===== src/rtl/core/tfs_pkg.sv =====
// Shared types, opcodes and control store for the typed field serializer.
`default_nettype none

package tfs_pkg;

  // Field opcodes as carried on field_type
  typedef enum logic [2:0] {
    FT_BOOL    = 3'd0,
    FT_BYTE    = 3'd1,
    FT_SHORT   = 3'd2,
    FT_INT     = 3'd3,
    FT_LONG    = 3'd4,
    FT_VARINT  = 3'd5,
    FT_VARLONG = 3'd6
  } field_type_t;

  localparam int CapWidth   = 21;
  localparam int ValWidth   = 64;
  localparam int LenWidth   = 4;
  localparam int GroupBits  = 7;
  localparam int NumGroups  = 10;
  localparam logic [CapWidth-1:0] CapReset = {CapWidth{1'b1}};

  // Control store addresses
  typedef enum logic [2:0] {
    ST_IDLE  = 3'd0,
    ST_CHECK = 3'd1,
    ST_OVF   = 3'd2,
    ST_FIX   = 3'd3,
    ST_VAR   = 3'd4
  } step_t;

  // Jump conditions
  typedef enum logic [1:0] {
    CND_IN       = 2'd0,  // input word accepted
    CND_DISPATCH = 2'd1,  // multiway branch on opcode and capacity
    CND_OUT_FREE = 2'd2,  // output register can take a word
    CND_LAST     = 2'd3   // final byte loaded into the output register
  } cond_t;

  // One control word: datapath enables plus jump condition and target
  typedef struct packed {
    logic  take_in;
    logic  emit;
    logic  var_mode;
    logic  ovf;
    cond_t cond;
    step_t jmp;
  } uctrl_t;

  // Microprogram; a step whose condition is false holds its address
  function automatic uctrl_t ucode_rom(input step_t addr);
    uctrl_t w;
    w = '{take_in: 1'b0, emit: 1'b0, var_mode: 1'b0, ovf: 1'b0,
          cond: CND_IN, jmp: ST_IDLE};
    case (addr)
      ST_IDLE:  begin
        w.take_in = 1'b1;
        w.cond    = CND_IN;
        w.jmp     = ST_CHECK;
      end
      ST_CHECK: begin
        w.cond = CND_DISPATCH;
        w.jmp  = ST_IDLE;
      end
      ST_OVF:   begin
        w.ovf  = 1'b1;
        w.cond = CND_OUT_FREE;
        w.jmp  = ST_IDLE;
      end
      ST_FIX:   begin
        w.emit = 1'b1;
        w.cond = CND_LAST;
        w.jmp  = ST_IDLE;
      end
      ST_VAR:   begin
        w.emit     = 1'b1;
        w.var_mode = 1'b1;
        w.cond     = CND_LAST;
        w.jmp      = ST_IDLE;
      end
      default:  begin
        w.cond = CND_OUT_FREE;
        w.jmp  = ST_IDLE;
      end
    endcase
    return w;
  endfunction

endpackage

`default_nettype wire


===== src/rtl/core/typed_field_serializer_core.sv =====
// Top level: typed field serializer with a microcoded byte sequencer.
`default_nettype none

// Takes one typed field word (bool, byte, short, int, long, varint, varlong)
// and emits its wire bytes one output word per byte: fixed types big-endian,
// varints as 7-bit groups, least significant first, bit 7 marking
// continuation. last_byte flags the final word of a field. A field that
// would push the packet byte count past packet_capacity (APB register at
// address 0) yields a single word with overflow set and nothing else;
// new_packet restarts the count. A field is accepted in ST_IDLE, checked and
// dispatched in ST_CHECK, then sent one byte per cycle out of the shift
// register while the output register is free; an overflow word comes from
// ST_OVF and an unused opcode returns to ST_IDLE. The sequencer accepts the
// next field while the final byte still waits in the output register.
module typed_field_serializer_core
  import tfs_pkg::*;
(
  input  wire logic                clk,
  input  wire logic                rst,
  // field input
  input  wire logic                in_valid,
  output      logic                in_ready,
  input  wire logic [2:0]          field_type,
  input  wire logic [ValWidth-1:0] field_value,
  input  wire logic                new_packet,
  // byte output
  output      logic                out_valid,
  input  wire logic                out_ready,
  output      logic [7:0]          out_byte,
  output      logic                last_byte,
  output      logic                overflow,
  // configuration
  input  wire logic                psel,
  input  wire logic                penable,
  input  wire logic                pwrite,
  input  wire logic [2:0]          paddr,
  input  wire logic [31:0]         pwdata,
  output      logic [31:0]         prdata,
  output      logic                pready
);

  step_t                step;
  uctrl_t               uc;
  logic [CapWidth-1:0]  packet_capacity;
  logic [CapWidth-1:0]  packet_count;
  logic [ValWidth-1:0]  shift_value;
  logic [LenWidth-1:0]  bytes_left;
  logic                 item_ok;
  logic                 item_var;

  logic [ValWidth-1:0]  load_value;
  logic [LenWidth-1:0]  load_len;
  logic                 load_ok;
  logic                 load_var;
  logic [ValWidth-1:0]  var_src;
  logic [NumGroups-1:0] grp_nz;
  logic [LenWidth-1:0]  grp_len;
  logic [CapWidth:0]    count_sum;
  logic                 no_fit;
  logic                 out_free;
  logic                 in_fire;
  logic                 cond_true;
  step_t                step_next;
  logic                 cfg_wr;

  // Control word for the current step
  assign uc       = ucode_rom(step);
  assign in_ready = uc.take_in;
  assign in_fire  = in_valid && in_ready;
  assign out_free = !out_valid || out_ready;

  // Varint length: one more than the highest nonzero 7-bit group
  assign var_src = (field_type == FT_VARINT) ?
                   {32'd0, field_value[31:0]} : field_value;
  always_comb begin
    for (int g = 0; g < NumGroups; g++) begin
      grp_nz[g] = 1'b0;
      for (int b = 0; b < GroupBits; b++) begin
        if (g * GroupBits + b < ValWidth) begin
          grp_nz[g] = grp_nz[g] | var_src[g * GroupBits + b];
        end
      end
    end
    grp_len = LenWidth'(1);
    for (int g = 1; g < NumGroups; g++) begin
      if (grp_nz[g]) begin
        grp_len = LenWidth'(g + 1);
      end
    end
  end

  // Load decode: fixed types are left-justified for MSB-first shifting
  always_comb begin
    load_value = '0;
    load_len   = '0;
    load_ok    = 1'b1;
    load_var   = 1'b0;
    case (field_type)
      FT_BOOL:    begin
        load_value = {7'd0, (field_value[31:0] != 32'd0), 56'd0};
        load_len   = LenWidth'(1);
      end
      FT_BYTE:    begin
        load_value = {field_value[7:0], 56'd0};
        load_len   = LenWidth'(1);
      end
      FT_SHORT:   begin
        load_value = {field_value[15:0], 48'd0};
        load_len   = LenWidth'(2);
      end
      FT_INT:     begin
        load_value = {field_value[31:0], 32'd0};
        load_len   = LenWidth'(4);
      end
      FT_LONG:    begin
        load_value = field_value;
        load_len   = LenWidth'(8);
      end
      FT_VARINT, FT_VARLONG: begin
        load_value = var_src;
        load_len   = grp_len;
        load_var   = 1'b1;
      end
      default:    begin
        load_ok = 1'b0;
      end
    endcase
  end

  // Capacity check against the running count
  assign count_sum = {1'b0, packet_count} + {{(CapWidth + 1 - LenWidth){1'b0}}, bytes_left};
  assign no_fit    = count_sum > {1'b0, packet_capacity};

  // Sequencer: jump on condition, else hold
  always_comb begin
    cond_true = 1'b0;
    step_next = step;
    case (uc.cond)
      CND_IN:       cond_true = in_fire;
      CND_DISPATCH: cond_true = 1'b1;
      CND_OUT_FREE: cond_true = out_free;
      CND_LAST:     cond_true = out_free && (bytes_left == LenWidth'(1));
      default:      cond_true = 1'b0;
    endcase
    if (uc.cond == CND_DISPATCH) begin
      if (!item_ok) begin
        step_next = uc.jmp;
      end else if (no_fit) begin
        step_next = ST_OVF;
      end else if (item_var) begin
        step_next = ST_VAR;
      end else begin
        step_next = ST_FIX;
      end
    end else if (cond_true) begin
      step_next = uc.jmp;
    end
  end

  // APB register
  assign pready = 1'b1;
  assign cfg_wr = psel && penable && pwrite && pready && (paddr[2] == 1'b0);
  assign prdata = (paddr[2] == 1'b0) ? {{(32 - CapWidth){1'b0}}, packet_capacity} : 32'd0;

  // Datapath and sequencer state
  always_ff @(posedge clk) begin
    if (rst) begin
      step            <= ST_IDLE;
      packet_capacity <= CapReset;
      packet_count    <= '0;
      bytes_left      <= '0;
      out_valid       <= 1'b0;
      item_ok         <= 1'b0;
      item_var        <= 1'b0;
    end else begin
      step <= step_next;
      if (cfg_wr) begin
        packet_capacity <= pwdata[CapWidth-1:0];
      end

      // accept: latch field, clear count on a new packet
      if (uc.take_in && in_valid) begin
        shift_value <= load_value;
        bytes_left  <= load_len;
        item_ok     <= load_ok;
        item_var    <= load_var;
        if (new_packet) begin
          packet_count <= '0;
        end
      end

      // dispatch: commit the byte count when the field fits
      if (uc.cond == CND_DISPATCH && item_ok && !no_fit) begin
        packet_count <= count_sum[CapWidth-1:0];
      end

      // output register
      if (uc.emit && out_free) begin
        out_valid <= 1'b1;
        overflow  <= 1'b0;
        last_byte <= (bytes_left == LenWidth'(1));
        if (uc.var_mode) begin
          out_byte    <= {(bytes_left != LenWidth'(1)), shift_value[6:0]};
          shift_value <= shift_value >> GroupBits;
        end else begin
          out_byte    <= shift_value[ValWidth-1 -: 8];
          shift_value <= shift_value << 8;
        end
        bytes_left <= bytes_left - LenWidth'(1);
      end else if (uc.ovf && out_free) begin
        out_valid <= 1'b1;
        out_byte  <= 8'd0;
        last_byte <= 1'b1;
        overflow  <= 1'b1;
      end else if (out_ready) begin
        out_valid <= 1'b0;
      end
    end
  end

  // An accepted field always goes through the dispatch step next
  a_accept_dispatch: assert property (@(posedge clk) disable iff (rst)
    in_valid && in_ready |=> step == ST_CHECK)
    else $error("accepted field did not reach dispatch");

  // Byte steps always have bytes pending
  a_emit_len: assert property (@(posedge clk) disable iff (rst)
    (step == ST_FIX || step == ST_VAR) |-> bytes_left != '0)
    else $error("byte step with no bytes left");

  // Overflow word is a lone, empty, final word
  a_ovf_word: assert property (@(posedge clk) disable iff (rst)
    out_valid && overflow |-> last_byte && out_byte == 8'd0)
    else $error("malformed overflow word");

endmodule

`default_nettype wire

===== config.mk =====
export PLATFORM = sky130hd
export DESIGN_NAME = typed_field_serializer_core
export DESIGN_NICKNAME = d
export VERILOG_FILES = /design/src/rtl/core/tfs_pkg.sv /design/src/rtl/core/typed_field_serializer_core.sv
export SDC_FILE = /design/constraint.sdc
export NUM_CORES = 1
export LEC_CHECK = 0
export BUFFER_PORTS_ARGS = -buffer_cell sky130_fd_sc_hd__buf_2
export CAP_MARGIN = 40
export CORE_MARGIN = 2
export CORE_UTILIZATION = 40
export CTS_CLUSTER_SIZE = 14
export DETAILED_ROUTE_END_ITERATION = 12
export PLACE_DENSITY = 0.7
export SYNTH_ARGS = -nofsm -noshare
export SYNTH_HDL_FRONTEND = slang
export SYNTH_SLANG_ARGS = --single-unit

===== constraint.sdc =====
create_clock -name clk -period 7.4 [get_ports clk]
set_input_delay 0.37 -clock clk [delete_from_list [all_inputs] [get_ports clk]]
set_output_delay 0.37 -clock clk [all_outputs]
set_load 0.03 [all_outputs]

==> impl_metrics.csv, run 1 <==
group,metric,value,unit
global_route,grt_pass1_vias,6571,
clock_tree,htreeDepth,4,
global_route,overflow,0,
setup_path,cp_top_family,"compound AO/OA/AOI/OAI gates",
timing,finalCritPeriodShare,64.9,%
timing,hold_violations,0,
placement,io_buffers,129,
run_status,status,"complete, no violations",
hold_path,hold_path_end,"packet_capacity[18]$_SDFFE_PP1P_",
synth,post-synth-top-area-cell,"edfxtp_1",
setup_path,startpoint,"bytes_left[0]$_SDFFE_PP0N_",
synth,ys.flop_type,"edfxtp_1",
setup_path,startpoint_type,"register",
setup_path,reg2regPathDepth,16,
timing,tightest_slew,0.898,ns
routing,drt_iter0_drc,844,
floorplan,die_w,142,um
routing,drc_errors,0,
synth,ys_types,60,
pwr,netSwitchingFraction,25.0,%
timing,setup_viol,0,
global_route,grt_first_pass_wirelength,35.3,mm
finish,syn_to_final_growth,19.3,%
synth,synth_simple_gate_area_share,18.4,%
synth,synth_cells,839,
clock_tree,cts-buffers-inserted,17,
setup_path,required,7.76,ns
global_route,grt_usage,22.6,%
synth,synth_warnings,0,
routing,dr.pass1.iters,6,
synth,yosys-mux-area-fraction,5.71,%
synth,synth_top_area_share,29.3,%
setup_path,worstReg2RegStart,"bytes_left[0]$_SDFFE_PP0N_",
synth,synth_top_family_by_area,"compound AO/OA/AOI/OAI gates",
synth,ys_seq_elements,126,
timing,fmax,0.208,GHz
synth,avgSynthCellArea,9.03,um^2
clock_tree,clk_path_buf_depth,2,
pwr,power_frac_comb,11.4,%
finish,fin_util,48.5,%
timing,finalMaxSlewViolations,0,
floorplan,initial_core_util,40.6,%
setup_path,cpMaxStageDelayCell,"a21oi_4",
setup_path,worstPathArrival,5.16,ns
global_route,antenna_found_initial,0,
routing,via_count,7101,
setup_path,r2r_slack,2.60,ns
routing,drtAntennaViolNets,0,
pwr,peakVddDrop,0.165,mV
clock_tree,cts_tree,"done",
finish,drive_gt1_share,20.6,%
clock_tree,clk_pin_slew_worst_paths,0.06,ns
setup_path,endpoint_kind,"register",
floorplan,fp.dieArea,0.0201,mm^2
floorplan,die_h,142,um
finish,nets,1078,
run,drv_cap,0,
clock_tree,post_cts_buffers,0,
pwr,cellPowerDensity,220,mW/mm^2
setup_path,path_buf_inv,1,
hold_path,hold_depth,3,
setup_path,r2r-end,"packet_count[1]$_SDFFE_PP0P_",
placement,hpwl,16.0,mm
timing,skew,0.0107,ns
finish,layout_commonest_cell,"buf_2",
finish,n_antenna_cell,0,
routing,viasPerCell,5.98,
clock_tree,clock_latency,0.43,ns
pwr,switchingPower,498,uW
timing,holdWs,0.163,ns
hold_path,hold_path.startpoint,"pwdata[18]",
setup_path,path_class,"register to register",
floorplan,rows,50,
pwr,seqPwrFrac,40.1,%
synth,async_flop_share,0,%
pwr,internal_power,1.49,mW
clock_tree,cts_hold_buffers,0,
setup_path,crit_path_max_fanout,42,
synth,synth_fa_ha_area_share,4.72,%
clock_tree,cts_resized,0,
global_route,grt_max_degree,65,
finish,fillers,1766,
finish,final_cell_mix,"buf_2, nand2_1, edfxtp_1",
routing,wl_per_cell,19.0,um
floorplan,io_pins,155,
hold_path,hp-class,"input port to register",
pwr,leakagePower,3.90,nW
timing,rsz0062_at_grt,"false",
timing,setup_tns,0,ns
synth,syn-cell-area,0.00758,mm^2
synth,ys_seq_area_share,43.1,%
placement,place_congestion,0.972,
routing,routed_wl,22.5,mm
clock_tree,cts.sinks,126,
timing,period_minus_slack,4.80,ns
setup_path,cp_cell_sequence,"ha_1 -> inv_1 -> fa_1 -> nor2b_1 -> o21ai_0 -> a21o_1 -> nor3_1 -> xor2_1 -> ha_1 -> a41o_1 -> a21oi_1 -> o21ai_0 -> or4_4 -> a21oi_4 -> mux2_2 -> nor2_1",
synth,synth_compound_area_share,19.9,%
pwr,pwr-share-clk,48.5,%
floorplan,core_area,0.0186,mm^2
clock_tree,root_buffer,"clkbuf_16",
synth,synth_xor_xnor_area_share,1.96,%
synth,synth.area.top_cells,"edfxtp_1, dfxtp_1, nand2_1",
synth,synth_edf_count,74,
timing,slew_headroom,40.0,%
setup_path,cp_slowest_stage_delay,0.74,ns
how the worst max path moves through the flow:
stage,slack [ns],cells past startpoint,to
after CTS,2.58,16,packet_count[1]$_SDFFE_PP0P_
after detailed placement,2.62,16,packet_count[1]$_SDFFE_PP0P_
after global placement,2.67,16,packet_count[1]$_SDFFE_PP0P_
after floorplan,2.94,6,shift_value[0]$_DFFE_PP_
after global routing,2.25,16,packet_count[1]$_SDFFE_PP0P_
final,2.60,16,packet_count[1]$_SDFFE_PP0P_
flip-flops by register name, summed over array words and instances, names as in the netlist:
signal           flops
bytes_left           4
item_ok              1
item_var             1
last_byte            1
out_byte             8
out_valid            1
overflow             1
packet_capacity     21
packet_count        21
shift_value         64
step                 3
logic make-up after synthesis:
group / Yosys count
adders and majority gates: 28
buffers and inverters: 108
other: 2
AOI/OAI and AO/OA: 225
muxes: 42
xor gates and xnor gates: 17
DFF: 126
and+or+nand+nor: 291
cell type report:
class                      count  area, um^2  share of cell area, %
timing repair buffer         142         767                   8.48
multi-input combinational    615        3910                   43.2
tap                          234         293                   3.24
clock inverter                13         236                   2.62
clock buffer                  19         433                   4.79
inverter                      38         143                   1.58
sequential                   126        3260                   36.1
synth_stat cells, types with 7 or more instances:
library cell and count:
nand3_1 34, buf_4 13, a22o_1 21, o21ai_0 47
clkbuf_1 48, nand2_1 115, xor2_1 9, mux2_2 10
a221oi_1 25, xnor2_1 8, nand3b_1 19, a22oi_1 7
edfxtp_1 74, nor2_1 49, inv_1 37, nor3_1 19
a21oi_1 46, ha_1 27, nand4_1 7, dfxtp_1 52
a31oi_1 26, o211ai_1 22, mux2i_1 32, nor4_1 11
nand2b_1 7
stage by stage:
step                std cells  area (um^2)  worst slack, ns  total power, mW
global route             1187         9040             2.25             2.04
floorplan                 849         7610             2.94            0.950
finish                   1187         9040             2.60             1.99
CTS                      1187         9040             2.58             1.99
detailed placement       1155         8370             2.62             1.03
global placement         1152         8330             2.67             1.03
tightest hold or removal path, delay by kind of cell:
| family | cells | cell delay (ns) |
|---|---|---|
| AOI/OAI and AO/OA | 1 | 0.07 |
| buffers and inverters | 1 | 0.08 |
| and+or+nand+nor | 1 | 0.04 |
routing by layer:
layer	GRT usage [%]	vias up	part of all wire [%]
li1	-	3288	-
met1	29.3	3327	41
met2	34.5	412	45
met3	7.09	74	10
met4	10.2	0	4.2
met5	0	-	0
power by group through the flow:
stage	clock network [mW]	registers (mW)	logic (mW)
after floorplan	0	0.804	0.145
after global placement	0	0.810	0.218
after detailed placement	0	0.811	0.222
after CTS	0.970	0.796	0.224
after global routing	1.00	0.799	0.245
final	0.964	0.797	0.227
Note: power is estimated with default switching activity, not from simulation.
==> run 2, diff against run 1 <==
==> constraint.sdc (replaced) <==
create_clock -name clk -period 4.47 [get_ports clk]
set_input_delay 0.2235 -clock clk [delete_from_list [all_inputs] [get_ports clk]]
set_output_delay 0.2235 -clock clk [all_outputs]
set_load 0.03 [all_outputs]
==> run 2 against run 1 <==
Clock power up 34%. Global-route usage down 0.52 points. Sequential share of layout area grew 0.21 points. Die area unchanged. Highest routed layer unchanged. Non-clock buffer count increased by 11. Count of clock-buffer cells in the layout is 1 lower. Sequential cell count is the same. Core utilization is 0.28 points lower.
==> impl_metrics.csv, run 2 (same netlist as run 1, synthesis figures left out) <==
group,metric,value,unit
hold_path,hold_path_end,"packet_capacity[8]$_SDFFE_PP1P_",
global_route,grt_usage,22.0,%
timing,fmax,0.241,GHz
setup_path,required,4.83,ns
timing,setup_viol,0,
timing,finalMaxSlewViolations,0,
floorplan,fp.dieArea,0.0201,mm^2
setup_path,cp_slowest_stage_delay,0.59,ns
global_route,grt_max_degree,65,
finish,drive_gt1_share,21.7,%
clock_tree,clk_pin_slew_worst_paths,0.06,ns
routing,drt_iter0_drc,747,
floorplan,die_h,142,um
setup_path,r2r_slack,0.33,ns
finish,final_cell_mix,"buf_2, nand2_1, edfxtp_1",
finish,nets,1089,
timing,period_minus_slack,4.14,ns
timing,slew_headroom,41.3,%
clock_tree,cts_tree,"done",
global_route,grt_pass1_vias,6397,
routing,wl_per_cell,18.6,um
pwr,peakVddDrop,0.338,mV
timing,tightest_slew,0.880,ns
timing,finalCritPeriodShare,92.7,%
timing,setup_tns,0,ns
setup_path,endpoint_kind,"register",
hold_path,hp-class,"input port to register",
placement,place_congestion,0.936,
pwr,cellPowerDensity,333,mW/mm^2
floorplan,rows,50,
global_route,grt_first_pass_wirelength,34.5,mm
finish,reg.largest.list,"shift_value: 64 flops, packet_capacity: 21 flops, packet_count: 21 flops",
timing,hold_violations,0,
placement,hpwl,16.1,mm
setup_path,cp_cell_sequence,"ha_1 -> inv_1 -> fa_1 -> nor2b_1 -> o21ai_0 -> a21o_1 -> nor3_1 -> xor2_1 -> ha_1 -> a21o_1 -> a21oi_1 -> o21ai_0 -> or4_4 -> a21oi_4 -> buf_4 -> mux2_2 -> nor2_1",
clock_tree,root_buffer,"clkbuf_16",
routing,viasPerCell,5.89,
clock_tree,clock_latency,0.43,ns
finish,n_antenna_cell,0,
floorplan,core_area,0.0186,mm^2
setup_path,path_buf_inv,2,
placement,io_buffers,129,
setup_path,cp_top_family,"compound AO/OA/AOI/OAI gates",
finish,largest_reg_flops,64,
setup_path,reg2regPathDepth,17,
clock_tree,cts_hold_buffers,0,
hold_path,hold_depth,3,
floorplan,die_w,142,um
setup_path,worstPathArrival,4.50,ns
clock_tree,cts-buffers-inserted,17,
clock_tree,htreeDepth,4,
run,drv_cap,0,
floorplan,io_pins,155,
placement,dp.cells,1161,
setup_path,cpMaxStageDelayCell,"or4_4",
clock_tree,clk_path_buf_depth,2,
setup_path,path_class,"register to register",
setup_path,r2r-end,"packet_count[1]$_SDFFE_PP0P_",
routing,drtAntennaViolNets,0,
finish,syn_to_final_growth,18.6,%
run_status,status,"complete, no violations",
pwr,total_power,2.99,mW
routing,routed_wl,22.3,mm
timing,skew,0.0124,ns
finish,layout_commonest_cell,"buf_2",
finish,top_register,"shift_value",
routing,via_count,7061,
global_route,overflow,0,
clock_tree,cts_resized,0,
global_route,antenna_found_initial,0,
clock_tree,cts.sinks,126,
finish,final_cell_count_no_fill,1198,
setup_path,crit_path_max_fanout,8,
hold_path,hold_path.startpoint,"pwdata[8]",
timing,rsz0062_at_grt,"false",
setup_path,worstReg2RegStart,"packet_count[0]$_SDFFE_PP0P_",
floorplan,initial_core_util,40.6,%
pwr,leakagePower,3.89,nW
routing,drc_errors,0,
setup_path,startpoint_type,"register",
routing,dr.pass1.iters,6,
## run 2: layer usage
metal  part of all wire [%]  GRT usage, %  routed length [um]  up-vias
li1                       -             -                   -     3309
met1                     42          29.9                9320     3284
met2                     44          33.9                9910      407
met3                     10          4.99                2240       61
met4                    3.8          9.53                 844        0
met5                      0             0                   0        -
## run 2: layout make-up
cell class	instances	area, um^2
clock buffer	18	429
clock inverter	14	109
fill	1746	9650
inverter	38	143
multi-input combinational	615	3910
sequential	126	3260
tap	234	293
timing repair buffer	153	846
## run 2: how the worst max path moves through the flow
stage	startpoint	to	slack (ns)	cells after the start
final	packet_count[0]$_SDFFE_PP0P_	packet_count[1]$_SDFFE_PP0P_	0.33	17
after global routing	packet_count[0]$_SDFFE_PP0P_	packet_count[5]$_SDFFE_PP0P_	0.05	18
after CTS	packet_count[0]$_SDFFE_PP0P_	packet_count[5]$_SDFFE_PP0P_	0.15	17
after detailed placement	packet_count[0]$_SDFFE_PP0P_	packet_count[5]$_SDFFE_PP0P_	0.15	17
after global placement	packet_count[0]$_SDFFE_PP0P_	packet_count[7]$_SDFFE_PP0P_	0.20	17
after floorplan	step[0]$_SDFFE_PP0P_	shift_value[0]$_DFFE_PP_	0.008	6
## run 2: where the power goes
part	internal [mW]	switching [mW]
sequential	1.29	0.0310
clock	0.716	0.575
combinational	0.135	0.246
total	2.14	0.852
## run 2: stage by stage
stage | setup WS [ns] | hold slack [ns] | util (%) | instance area (um^2)
CTS | 0.147 | 0.00978 | 48.0 | 8950
floorplan | 0.00816 | 0.361 | - | 7610
global placement | 0.203 | 0.449 | 44.9 | 8360
finish | 0.327 | 0.0194 | 48.2 | 8990
global route | 0.0487 | 0.0222 | 48.2 | 8990
detailed placement | 0.154 | 0.453 | 45.1 | 8410
## run 2: what timing repair did
item,CTS,global route
buffers inserted,0,5
setup endpoints to repair,0,17
hold endpoints to repair,0,0
## run 2: worst register-to-register path: cells and delay by family (launching register included)
family / cells / cell delay [ns]
buf+inv: 2 / 0.23
fa+ha+maj: 3 / 0.89
mux: 1 / 0.33
xor+xnor: 1 / 0.21
compound gates: 6 / 1.07
flops: 1 / 0.33
simple gates: 4 / 1.02
